--- config.mk ---
export PLATFORM = sky130hd
export DESIGN_NAME = fnws_out_fifo
export DESIGN_NICKNAME = d
export VERILOG_FILES = /design/src/hdl/fnws_pkg.sv /design/src/hdl/fnws_out_fifo.sv
export VERILOG_INCLUDE_DIRS = /design/src /design/src/hdl
export SDC_FILE = /design/constraint.sdc
export NUM_CORES = 1
export LEC_CHECK = 0
export ABC_AREA = 0
export BUFFER_PORTS_ARGS = -buffer_cell sky130_fd_sc_hd__buf_2
export CORE_AREA = 2 2 104 106
export CTS_CLUSTER_DIAMETER = 100
export DETAILED_ROUTE_END_ITERATION = 12
export DIE_AREA = 0 0 106 108
export PLACE_DENSITY = 0.73
export SYNTH_ARGS = -nofsm -noshare
export SYNTH_HDL_FRONTEND = slang
export SYNTH_SLANG_ARGS = --single-unit
--- constraint.sdc ---
create_clock -name clk -period 1.9 [get_ports clk]
set_input_delay 0.095 -clock clk [delete_from_list [all_inputs] [get_ports clk]]
set_output_delay 0.095 -clock clk [all_outputs]
set_load 0.01 [all_outputs]
--- src/hdl/four_neighbour_weighted_smoothing_defines.svh ---
// Assertion macros shared by the smoothing block.
`ifndef FOUR_NEIGHBOUR_WEIGHTED_SMOOTHING_DEFINES_SVH
`define FOUR_NEIGHBOUR_WEIGHTED_SMOOTHING_DEFINES_SVH

// Same-cycle implication, checked at every rising edge outside reset.
`define FNWS_ASSERT_IMPL(label, clk, rst, ante, cons) \
  label: assert property (@(posedge clk) disable iff (rst) (ante) |-> (cons)) \
    else $error("%m: property failed");

// Next-cycle implication, checked at every rising edge outside reset.
`define FNWS_ASSERT_NEXT(label, clk, rst, ante, cons) \
  label: assert property (@(posedge clk) disable iff (rst) (ante) |=> (cons)) \
    else $error("%m: property failed");

`endif

--- src/hdl/fnws_pkg.sv ---
`timescale 1ns / 1ps

package fnws_pkg;

  localparam int DEF_MAX_WIDTH        = 1024;
  localparam int DEF_WEIGHT_FRAC_BITS = 12;

  localparam int FRAME_WIDTH_W  = 11;
  localparam int FRAME_HEIGHT_W = 16;
  localparam int WEIGHT_W       = 16;
  localparam int CHAN_W         = 8;
  localparam int PIX_W          = 3 * CHAN_W;
  localparam int CFG_INDEX_W    = 8;
  localparam int CFG_DATA_W     = 16;

  // Output queue between the arithmetic and the master port.
  localparam int OUT_DEPTH  = 4;
  localparam int FIFO_PTR_W = $clog2(OUT_DEPTH);
  localparam int FIFO_CNT_W = $clog2(OUT_DEPTH + 1);

  localparam logic [CFG_INDEX_W-1:0] REG_FRAME_WIDTH      = CFG_INDEX_W'(0);
  localparam logic [CFG_INDEX_W-1:0] REG_FRAME_HEIGHT     = CFG_INDEX_W'(1);
  localparam logic [CFG_INDEX_W-1:0] REG_CENTER_WEIGHT    = CFG_INDEX_W'(2);
  localparam logic [CFG_INDEX_W-1:0] REG_NEIGHBOUR_WEIGHT = CFG_INDEX_W'(3);

  localparam logic [FRAME_WIDTH_W-1:0]  RST_FRAME_WIDTH      = FRAME_WIDTH_W'(1024);
  localparam logic [FRAME_HEIGHT_W-1:0] RST_FRAME_HEIGHT     = FRAME_HEIGHT_W'(1);
  localparam logic [WEIGHT_W-1:0]       RST_CENTER_WEIGHT    = WEIGHT_W'(4096);
  localparam logic [WEIGHT_W-1:0]       RST_NEIGHBOUR_WEIGHT = WEIGHT_W'(0);

  // Pixel packing: blue in the low byte, then green, then red.
  typedef logic [PIX_W-1:0] pix_t;

  typedef struct packed {
    logic [FRAME_WIDTH_W-1:0]  frame_width;
    logic [FRAME_HEIGHT_W-1:0] frame_height;
    logic [WEIGHT_W-1:0]       center_weight;
    logic [WEIGHT_W-1:0]       neighbour_weight;
  } cfg_t;

  // One result still to be computed: the five stencil pixels and its flags.
  typedef struct packed {
    pix_t center;
    pix_t up;
    pix_t down;
    pix_t left;
    pix_t right;
    logic last_of_run;
    logic frame_end;
  } job_t;

  typedef struct packed {
    logic [CHAN_W-1:0] red;
    logic [CHAN_W-1:0] green;
    logic [CHAN_W-1:0] blue;
    logic              last_of_run;
    logic              frame_end;
  } result_t;

endpackage

--- src/hdl/fnws_out_fifo.sv ---
`timescale 1ns / 1ps
`include "four_neighbour_weighted_smoothing_defines.svh"

module fnws_out_fifo
  import fnws_pkg::*;
(
  input  logic                  clk,
  input  logic                  rst,
  input  logic                  push,
  input  result_t               push_data,
  output logic [FIFO_CNT_W-1:0] count,
  output logic                  out_valid,
  input  logic                  out_ready,
  output result_t               out_data
);

  result_t               store [OUT_DEPTH];
  logic [FIFO_PTR_W-1:0] wr_ptr;
  logic [FIFO_PTR_W-1:0] rd_ptr;
  logic                  pop;

  function automatic logic [FIFO_PTR_W-1:0] ptr_inc(input logic [FIFO_PTR_W-1:0] p);
    return (p == FIFO_PTR_W'(OUT_DEPTH - 1)) ? '0 : p + FIFO_PTR_W'(1);
  endfunction

  assign out_valid = (count != '0);
  assign pop       = out_valid && out_ready;
  assign out_data  = store[rd_ptr];

  always_ff @(posedge clk) begin
    if (rst) begin
      wr_ptr <= '0;
      rd_ptr <= '0;
      count  <= '0;
    end else begin
      if (push) begin
        wr_ptr <= ptr_inc(wr_ptr);
      end
      if (pop) begin
        rd_ptr <= ptr_inc(rd_ptr);
      end
      if (push && !pop) begin
        count <= count + FIFO_CNT_W'(1);
      end else if (pop && !push) begin
        count <= count - FIFO_CNT_W'(1);
      end
    end
  end

  always_ff @(posedge clk) begin
    if (push) begin
      store[wr_ptr] <= push_data;
    end
  end

  `FNWS_ASSERT_IMPL(a_count_bounded, clk, rst, 1'b1, count <= FIFO_CNT_W'(OUT_DEPTH))

endmodule

==> flow_summary.yaml <==
timing:
  hold_viol_final: 0
  slew_headroom_pct: 71.6
  final_max_slew_viol_count: 0
  fmax_mhz: 534
  period_share_pct: 98.6
  setup_violations: 0
  min_period_ns: 1.87
  rsz0062_at_grt: "true"
  layout_setup_ws_ns: 0.0272
  final.setup_skew_ns: 0.00654
  tightest_slew_ns: 0.426
floorplanning:
  die_w_um: 106
  io_pins: 60
  initial_core_util_pct: 41.5
  die_y_um: 108
  dieArea_um2: 11400
  coreArea_um2: 10200
  rows: 37
cells_and_area:
  final_cell_mix: "edfxtp_1, buf_2, dlygate4sd3_1"
  antenna_cells: 0
  stdcell_area_um2: 5850
  drive_above_1_share_pct: 43.6
  multi_input_area_um2: 860
  area_growth_pct: 37.6
  final_nets: 330
  fillers: 775
  utilization_pct: 57.2
  layout_commonest_cell: "edfxtp_1"
  regArea_um2: 3320
cts:
  cts_tree: "built"
  cts_buffers: 17
  clk_latency_ns: 0.50
  root_buffer: "clkbuf_8"
  cts_max_path_buffers: 2
  numClockSinks: 113
  cts_max_level: 4
  cts.clk_slew.worst_paths_ns: 0.06
global_route:
  grt.overflow.total: 0
  grt_max_degree: 27
  antenna_found_initial: 0
  grt_pass1_vias: 2332
  track_usage_pct: 14.2
  grt_pass1_wl_um: 11600
synthesis:
  syn_inst: 180
  ys_seq_area_share_pct: 77.7
  yosysWarnings: 0
  syn-cell-area_um2: 4250
  ys_types: 21
  syn_area_per_cell_um2: 23.6
  syn-num-nets: 217
  synth_seq_cells: 113
pwr:
  clock_power_share_pct: 41.8
  p_leak_nw: 2.09
  swShare_pct: 22.5
  peakVddDrop_uv: 673
  power_density_nw_per_um2: 1330
  p_sw_w: 0.00174
  power_frac_seq_pct: 38.4
  p_comb_share_pct: 19.8
  power_w: 0.00775
  p_int_w: 0.00601
place:
  globalplace.congestion: 0.704
  portBuffers: 59
  dpl_cell_area_um2: 4770
  dp_hpwl_um: 4430
  post-place-ws_ns: -0.0492
worst_setup_path:
  worstPathRequired_ns: 1.80
  cp-start-kind: "flip-flop"
  reg2reg_slack_ns: 0.03
  ff2ff_path_depth: 7
  critPathKind: "flip-flop to output port"
  r2r-end: "count[2]$_SDFFE_PP0P_"
  critPathCaptureType: "output port"
  worst_path_max_delay_cell: "mux4_2"
  r2r_start: "count[0]$_SDFFE_PP0P_"
  path_cells: "buf_8 > mux4_2 > buf_6"
  critPathArrivalTime_ns: 1.78
  cpPeakStageDelay_ns: 0.53
  path_max_fanout: 6
routing:
  drtPass1Iterations: 4
  vias: 2086
  post-route-drc-count: 0
  drt_iter0_markers: 73
  wl_per_cell_um: 17.0
  drt-vias-per-instance: 4.73
  routed_wl_um: 7480
  ant_nets: 0
worst_hold_path:
  hp-class: "input pin to flip-flop"
  hold_start: "out_ready"
  hold_depth: 5
status:
  status: "finished, final reports clean"
flow_run:
  cap_viol_max_count: 0
[cell usage after synthesis]
cell,number,share of area (%)
and2_1,4,0.59
o31ai_4,1,0.50
mux2i_1,3,0.71
buf_12,2,0.94
nand2_1,1,0.088
mux4_1,6,3.7
mux4_2,20,11
nor3b_1,1,0.18
dfxtp_1,9,4.2
fa_1,1,0.47
nor2_1,5,0.44
buf_6,1,0.26
o21ai_0,1,0.12
ha_1,6,1.8
buf_2,2,0.24
a21oi_1,3,0.35
xor2_1,2,0.41
or3_1,3,0.44
edfxtp_1,104,73
inv_1,4,0.35
clkbuf_2,1,0.12
[sequential cells by signal, summed over array words and instances, names as in the netlist, named ones only]
register and count:
store 104, rd_ptr 2, count 3, wr_ptr 2
[routing by layer]
layer | share of wire [%] | global-route usage, % | routed length (um) | vias up
met3 | 4.1 | 4.88 | 305 | 8
met5 | 0 | 0 | 0 | -
li1 | - | - | - | 978
met4 | 1.0 | 6.48 | 78 | 0
met2 | 52 | 23.9 | 3870 | 58
met1 | 43 | 16.5 | 3220 | 1042
[power groups by stage]
stage	Combinational, W	Clock, W	Sequential (W)
floorplan	0.000837	0	0.00299
global placement	0.00119	0	0.00299
detailed placement	0.00121	0	0.00301
CTS	0.00131	0.00330	0.00296
global route	0.00165	0.00340	0.00299
finish	0.00154	0.00324	0.00298
[worst max-delay path, delay by kind of cell, from the launching register on]
kind,cells,cell delay [ns]
buffers and inverters,2,0.30
flip-flops,1,0.44
multiplexers,1,0.53
[how the worst max path moves through the flow]
stage | endpoint | cells past startpoint
after global placement | count[2]$_SDFFE_PP0P_ | 7
after detailed placement | count[2]$_SDFFE_PP0P_ | 7
after floorplan | count[2]$_SDFFE_PP0P_ | 7
after CTS | out_data[10] | 3
final | out_data[1] | 3
after global routing | count[2]$_SDFFE_PP0P_ | 7
[stage by stage]
stage          TNS (ns)  cells  hold WS [ns]
2_1_floorplan         0    180         0.154
3_3_place_gp          0    379         0.307
3_5_place_dp    -0.0492    379         0.310
4_1_cts          -0.105    440        0.0853
5_1_grt          -0.615    441        0.0913
6_report              0    441        0.0909
[what timing repair did]
item	4_1_cts	5_1_grt
gates cloned	0	1
hold endpoints to repair	113	0
pin swaps	3	1
resized for setup	5	31
setup buffers	2	0
setup endpoints to repair	18	17
hold buffers	28	0
[cell type report]
| type | instances | share of cell area (%) |
|---|---|---|
| clock inverters | 13 | 3.29 |
| repair buffers | 100 | 15.0 |
| flip-flops and latches | 113 | 56.7 |
| well taps | 136 | 2.91 |
| multi-input cells | 57 | 14.7 |
| clock buffers | 18 | 7.14 |
| inverters | 4 | 0.257 |
[cells by family after synthesis]
kind of cell	synth area share, %
multiplexers	15.0
AND/OR/NAND/NOR	1.74
adder cells (fa/ha/maj)	2.24
AO/OA/AOI/OAI	0.971
flip-flops	77.7
XOR/XNOR	0.412
buffers and inverters	1.91
(Power assumes the default switching activity.)
