[config.mk]
export PLATFORM = sky130hd
export DESIGN_NAME = fnws_filter
export DESIGN_NICKNAME = d
export VERILOG_FILES = /design/src/hdl/fnws_pkg.sv /design/src/hdl/fnws_filter.sv
export VERILOG_INCLUDE_DIRS = /design/src /design/src/hdl
export SDC_FILE = /design/constraint.sdc
export NUM_CORES = 2
export LEC_CHECK = 0
export ABC_AREA = 1
export ABC_CLOCK_PERIOD_IN_PS = 21600
export BUFFER_PORTS_ARGS = -buffer_cell sky130_fd_sc_hd__buf_4
export CAP_MARGIN = 20
export CORE_MARGIN = 2
export CORE_UTILIZATION = 60
export DETAILED_ROUTE_END_ITERATION = 6
export PLACE_DENSITY = 0.84
export SLEW_MARGIN = 0
export SYNTH_ARGS = -nofsm -noshare
export SYNTH_HDL_FRONTEND = slang
export SYNTH_SLANG_ARGS = --single-unit
[constraint.sdc]
create_clock -name clk -period 21.6 [get_ports clk]
set_input_delay 1.08 -clock clk [delete_from_list [all_inputs] [get_ports clk]]
set_output_delay 1.08 -clock clk [all_outputs]
set_load 0.02 [all_outputs]
[src/hdl/four_neighbour_weighted_smoothing_defines.svh]
// Assertion macros shared by the smoothing block.
`ifndef FOUR_NEIGHBOUR_WEIGHTED_SMOOTHING_DEFINES_SVH
`define FOUR_NEIGHBOUR_WEIGHTED_SMOOTHING_DEFINES_SVH

// Same-cycle implication, checked at every rising edge outside reset.
`define FNWS_ASSERT_IMPL(label, clk, rst, ante, cons) \
  label: assert property (@(posedge clk) disable iff (rst) (ante) |-> (cons)) \
    else $error("%m: property failed");

// Next-cycle implication, checked at every rising edge outside reset.
`define FNWS_ASSERT_NEXT(label, clk, rst, ante, cons) \
  label: assert property (@(posedge clk) disable iff (rst) (ante) |=> (cons)) \
    else $error("%m: property failed");

`endif

[src/hdl/fnws_pkg.sv]
`timescale 1ns / 1ps

package fnws_pkg;

  localparam int DEF_MAX_WIDTH        = 1024;
  localparam int DEF_WEIGHT_FRAC_BITS = 12;

  localparam int FRAME_WIDTH_W  = 11;
  localparam int FRAME_HEIGHT_W = 16;
  localparam int WEIGHT_W       = 16;
  localparam int CHAN_W         = 8;
  localparam int PIX_W          = 3 * CHAN_W;
  localparam int CFG_INDEX_W    = 8;
  localparam int CFG_DATA_W     = 16;

  // Output queue between the arithmetic and the master port.
  localparam int OUT_DEPTH  = 4;
  localparam int FIFO_PTR_W = $clog2(OUT_DEPTH);
  localparam int FIFO_CNT_W = $clog2(OUT_DEPTH + 1);

  localparam logic [CFG_INDEX_W-1:0] REG_FRAME_WIDTH      = CFG_INDEX_W'(0);
  localparam logic [CFG_INDEX_W-1:0] REG_FRAME_HEIGHT     = CFG_INDEX_W'(1);
  localparam logic [CFG_INDEX_W-1:0] REG_CENTER_WEIGHT    = CFG_INDEX_W'(2);
  localparam logic [CFG_INDEX_W-1:0] REG_NEIGHBOUR_WEIGHT = CFG_INDEX_W'(3);

  localparam logic [FRAME_WIDTH_W-1:0]  RST_FRAME_WIDTH      = FRAME_WIDTH_W'(1024);
  localparam logic [FRAME_HEIGHT_W-1:0] RST_FRAME_HEIGHT     = FRAME_HEIGHT_W'(1);
  localparam logic [WEIGHT_W-1:0]       RST_CENTER_WEIGHT    = WEIGHT_W'(4096);
  localparam logic [WEIGHT_W-1:0]       RST_NEIGHBOUR_WEIGHT = WEIGHT_W'(0);

  // Pixel packing: blue in the low byte, then green, then red.
  typedef logic [PIX_W-1:0] pix_t;

  typedef struct packed {
    logic [FRAME_WIDTH_W-1:0]  frame_width;
    logic [FRAME_HEIGHT_W-1:0] frame_height;
    logic [WEIGHT_W-1:0]       center_weight;
    logic [WEIGHT_W-1:0]       neighbour_weight;
  } cfg_t;

  // One result still to be computed: the five stencil pixels and its flags.
  typedef struct packed {
    pix_t center;
    pix_t up;
    pix_t down;
    pix_t left;
    pix_t right;
    logic last_of_run;
    logic frame_end;
  } job_t;

  typedef struct packed {
    logic [CHAN_W-1:0] red;
    logic [CHAN_W-1:0] green;
    logic [CHAN_W-1:0] blue;
    logic              last_of_run;
    logic              frame_end;
  } result_t;

endpackage

[src/hdl/fnws_filter.sv]
`timescale 1ns / 1ps
`include "four_neighbour_weighted_smoothing_defines.svh"

module fnws_filter
  import fnws_pkg::*;
#(
  parameter int WEIGHT_FRAC_BITS = DEF_WEIGHT_FRAC_BITS
) (
  input  logic                       clk,
  input  logic                       rst,
  input  logic signed [WEIGHT_W-1:0] center_weight,
  input  logic signed [WEIGHT_W-1:0] neighbour_weight,
  input  logic                       job_valid,
  output logic                       job_ready,
  input  job_t                       job,
  input  logic [FIFO_CNT_W-1:0]      fifo_count,
  output logic                       res_valid,
  output result_t                    res
);

  // Multiplicands are at most 4 * 255 and 4 * 255, which fit 10 bits unsigned.
  localparam int OPD_W  = CHAN_W + 2;
  localparam int PROD_W = WEIGHT_W + OPD_W + 1;
  localparam int NUM_W  = PROD_W + 1;
  localparam int SHIFT  = WEIGHT_FRAC_BITS + 2;

  logic signed [PROD_W-1:0] mul_c [3];
  logic signed [PROD_W-1:0] mul_n [3];
  logic signed [PROD_W-1:0] pc    [3];
  logic signed [PROD_W-1:0] pn    [3];
  logic                     s1_valid;
  logic                     s1_last;
  logic                     s1_fend;
  logic [CHAN_W-1:0]        chan  [3];

  function automatic logic [CHAN_W-1:0] sat8(input logic signed [NUM_W-1:0] num);
    logic [NUM_W-1:0] q;
    q = unsigned'(num) >> SHIFT;
    if (num <= 0) begin
      return '0;
    end else if (|q[NUM_W-1:CHAN_W]) begin
      return {CHAN_W{1'b1}};
    end else begin
      return q[CHAN_W-1:0];
    end
  endfunction

  // Space must remain for the word in the product stage as well.
  assign job_ready = (FIFO_CNT_W'(fifo_count) + FIFO_CNT_W'(s1_valid)) < FIFO_CNT_W'(OUT_DEPTH);

  always_comb begin
    for (int i = 0; i < 3; i++) begin
      logic [OPD_W-1:0] c4;
      logic [OPD_W-1:0] nsum;
      c4   = {job.center[CHAN_W*i +: CHAN_W], 2'b00};
      nsum = OPD_W'(job.up[CHAN_W*i +: CHAN_W]) + OPD_W'(job.down[CHAN_W*i +: CHAN_W])
           + OPD_W'(job.left[CHAN_W*i +: CHAN_W]) + OPD_W'(job.right[CHAN_W*i +: CHAN_W]);
      mul_c[i] = center_weight * $signed({1'b0, c4});
      mul_n[i] = neighbour_weight * $signed({1'b0, nsum});
    end
  end

  always_ff @(posedge clk) begin
    if (rst) begin
      s1_valid <= 1'b0;
    end else begin
      s1_valid <= job_valid && job_ready;
    end
  end

  always_ff @(posedge clk) begin
    if (job_valid && job_ready) begin
      for (int i = 0; i < 3; i++) begin
        pc[i] <= mul_c[i];
        pn[i] <= mul_n[i];
      end
      s1_last <= job.last_of_run;
      s1_fend <= job.frame_end;
    end
  end

  always_comb begin
    for (int i = 0; i < 3; i++) begin
      chan[i] = sat8(NUM_W'(pc[i]) + NUM_W'(pn[i]));
    end
  end

  assign res_valid       = s1_valid;
  assign res.blue        = chan[0];
  assign res.green       = chan[1];
  assign res.red         = chan[2];
  assign res.last_of_run = s1_last;
  assign res.frame_end   = s1_fend;

  `FNWS_ASSERT_IMPL(a_queue_has_room, clk, rst, s1_valid, fifo_count < FIFO_CNT_W'(OUT_DEPTH))

endmodule

==> metrics <==
final WL=115000 um; # rows=101; # DRC=1; post-route cell area=0.0482 mm^2; area leader, netlist=fa_1; fin crit period=roughly 8000 ps; cts repair resizes=0; vias in the first global route=about 40000; Synth area leaders=fa_1, inv_1, nand2_1; Syn Inst Count=~6000; asr flop ratio synth=0%; status=finished with violations; CP startpoint kind=primary input; crit-path max cell delay=about 550 ps; Layout Nets=7473; fillers=roughly 6200; CTS Buf Count=17; critical path's slowest cell=fa_1; post-synthesis simple-gate area fraction=approximately 19%; I/O Buffers=between 150 and 200; first-iteration detailed-routing DRC count=between 3000 and 4000; CTS tree=built; TritonCTS Sinks=between 150 and 200; via count=37700; MaxCap Viol Count=0; CTS H-tree depth=4; Synth warnings=0; placed standard-cell area=~0.048 mm^2; final hold vios=0; Worst Setup End Kind=flip-flop; grt total ovfl=0; ratio of cells with drive above 1 in the final layout=between 4 and 5%; Placer Congestion=1.01; full die area=0.0782 mm^2; Worst-Margin Slew=1070 ps; Setup violations, final=0; Clock Latency Late Sink=490 ps; Yosys cell types=between 40 and 50; relative slew slack=28.9%; Synth Area in XOR/XNOR=under 10%; I/O Pins=roughly 190; fin util=a little under two thirds; Slew Viols, Final=0; Fin Setup TNS=0 ps; Buf/Inv on CP=9; TritonRoute pass-1 iters=7; final std cells w/o fill=between 7000 and 8000; mux contribution to synthesized area=0%; Initial Util=60.3%; area grow syn2layout=5.76%; Worst Path Max Fanout=14; CP top delay family=adder cells; CP arrival=around 8300 ps; Seq/Total Area, Yosys=10.5%; Yosys top cell area share=a little over a third; Mapped Area=around 0.046 mm^2; Max clock buf depth=2; hold bufs inserted after CTS=0; post-route ant nets=0; clock-pin slew on the worst setup and hold paths=approximately 70 ps; net count after synthesis=approximately 7400; post-synthesis compound-gate area fraction=under 10%; failing checks=DRC; routed len/inst=~16 um; period utilization=37.1%; initial antenna violation count=1; Synth Register Bits=roughly 160; GRT Util Overall=between 30% and 40%; HPWL Detailed=~95000 um; first-pass GRT wire length=~190000 um; clk_skew=between 10 and 15 ps; synthesized area per cell=approximately 7.6 um^2; Worst Hold Class=flip-flop to flip-flop; largest family of logic cells by synthesized area=adder cells; EDFF count, synth=158; FMAX=~120 MHz; Die Ht=about 280 um; drt via density=approximately 5.3; Core ar.=roughly 0.076 mm^2; # Post-CTS Setup Buffers=0; largest net degree at the start of global routing=81; Clock Tree Root=clkbuf_16; crit path kind=primary input to flip-flop; Chip Width=around 280 um; Adder-Cell Fraction of Synth Area=a little under half; WP data required=21840 ps; most common flop cell mapped by yosys=edfxtp_1; placed cell count=between 7000 and 8000; unrepaired setup endpoints after global routing=false
[cells in the mapped netlist (25+ instances only)]
cell / count
nand4_1: 36
fa_1: 792
nor2_1: 361
o21bai_1: 25
edfxtp_1: 158
xnor2_1: 80
o21ai_0: 71
a21oi_1: 209
nand2_1: 1491
xor2_1: 97
nand3_1: 142
clkbuf_1: 147
ha_1: 435
inv_1: 1826
[kinds of logic after synthesis]
logic type | after synthesis
fa+ha+maj | 1227
compound gates | 360
simple gates | 2120
buf+inv | 1991
flops | 159
xor+xnor | 177
[path summary, 6_finish.rpt]
check	from	cells after the start	slack [ps]	end
max	job[11]	34	13580	pn[0][50]
min reg2reg	res_valid	3	730	res_valid
min	res_valid	3	730	res_valid
max reg2reg	res_valid	5	18660	pn[0][24]
[through the flow]
stage | worst slack (ps) | hold WS, ps
floorplan | 13030 | 707
finish | 13580 | 727
CTS | 13680 | 730
global placement | 13260 | 706
global route | 13020 | 737
detailed placement | 13160 | 729
[cells in the final DEF (no fill, tap or decap), types with 71 or more instances in the layout]
master | Yosys | layout
buf_4 | 5 | 192
ha_1 | 435 | 435
inv_1 | 1826 | 1826
o21ai_0 | 71 | 71
nand2_1 | 1491 | 1491
nand3_1 | 142 | 142
a21oi_1 | 209 | 209
xnor2_1 | 80 | 80
nor2_1 | 361 | 360
edfxtp_1 | 158 | 158
xor2_1 | 97 | 97
fa_1 | 792 | 792
[flip-flops by register name, summed over array words and instances (netlist names)]
signal / count
s1_last: 1
s1_fend: 1
pn: 81
res_valid: 1
pc: 75
[worst reg2reg max path, cell delays in order (launching register included)]
cell and delay, ps:
dfxtp_1 330, nand3_1 90, xnor2_1 190, nor2_4 100
buf_4 780, buf_4 960
[layout make-up]
type,count,area [um^2],share of cell area (%)
clock inverter,14,146,0.304
tap,978,1220,2.54
multi-input combinational,3884,33300,69.1
sequential,159,4760,9.89
timing repair buffer,192,1440,2.99
inverter,1832,6880,14.3
antenna,1,2.50,0.00519
clock buffer,18,429,0.891
[per-layer routing]
layer  global-route usage, %  up-vias  part of all wire, %
met5                   0.438        -                0.043
met4                    16.3        2                  5.8
met3                    5.13      405                  8.6
met2                    51.0     1670                   48
met1                    38.3    18000                   38
li1                        -    17600                    -
Power is not shown: default switching activity piles up to over one toggle a cycle in this logic, so the estimate is an artifact.
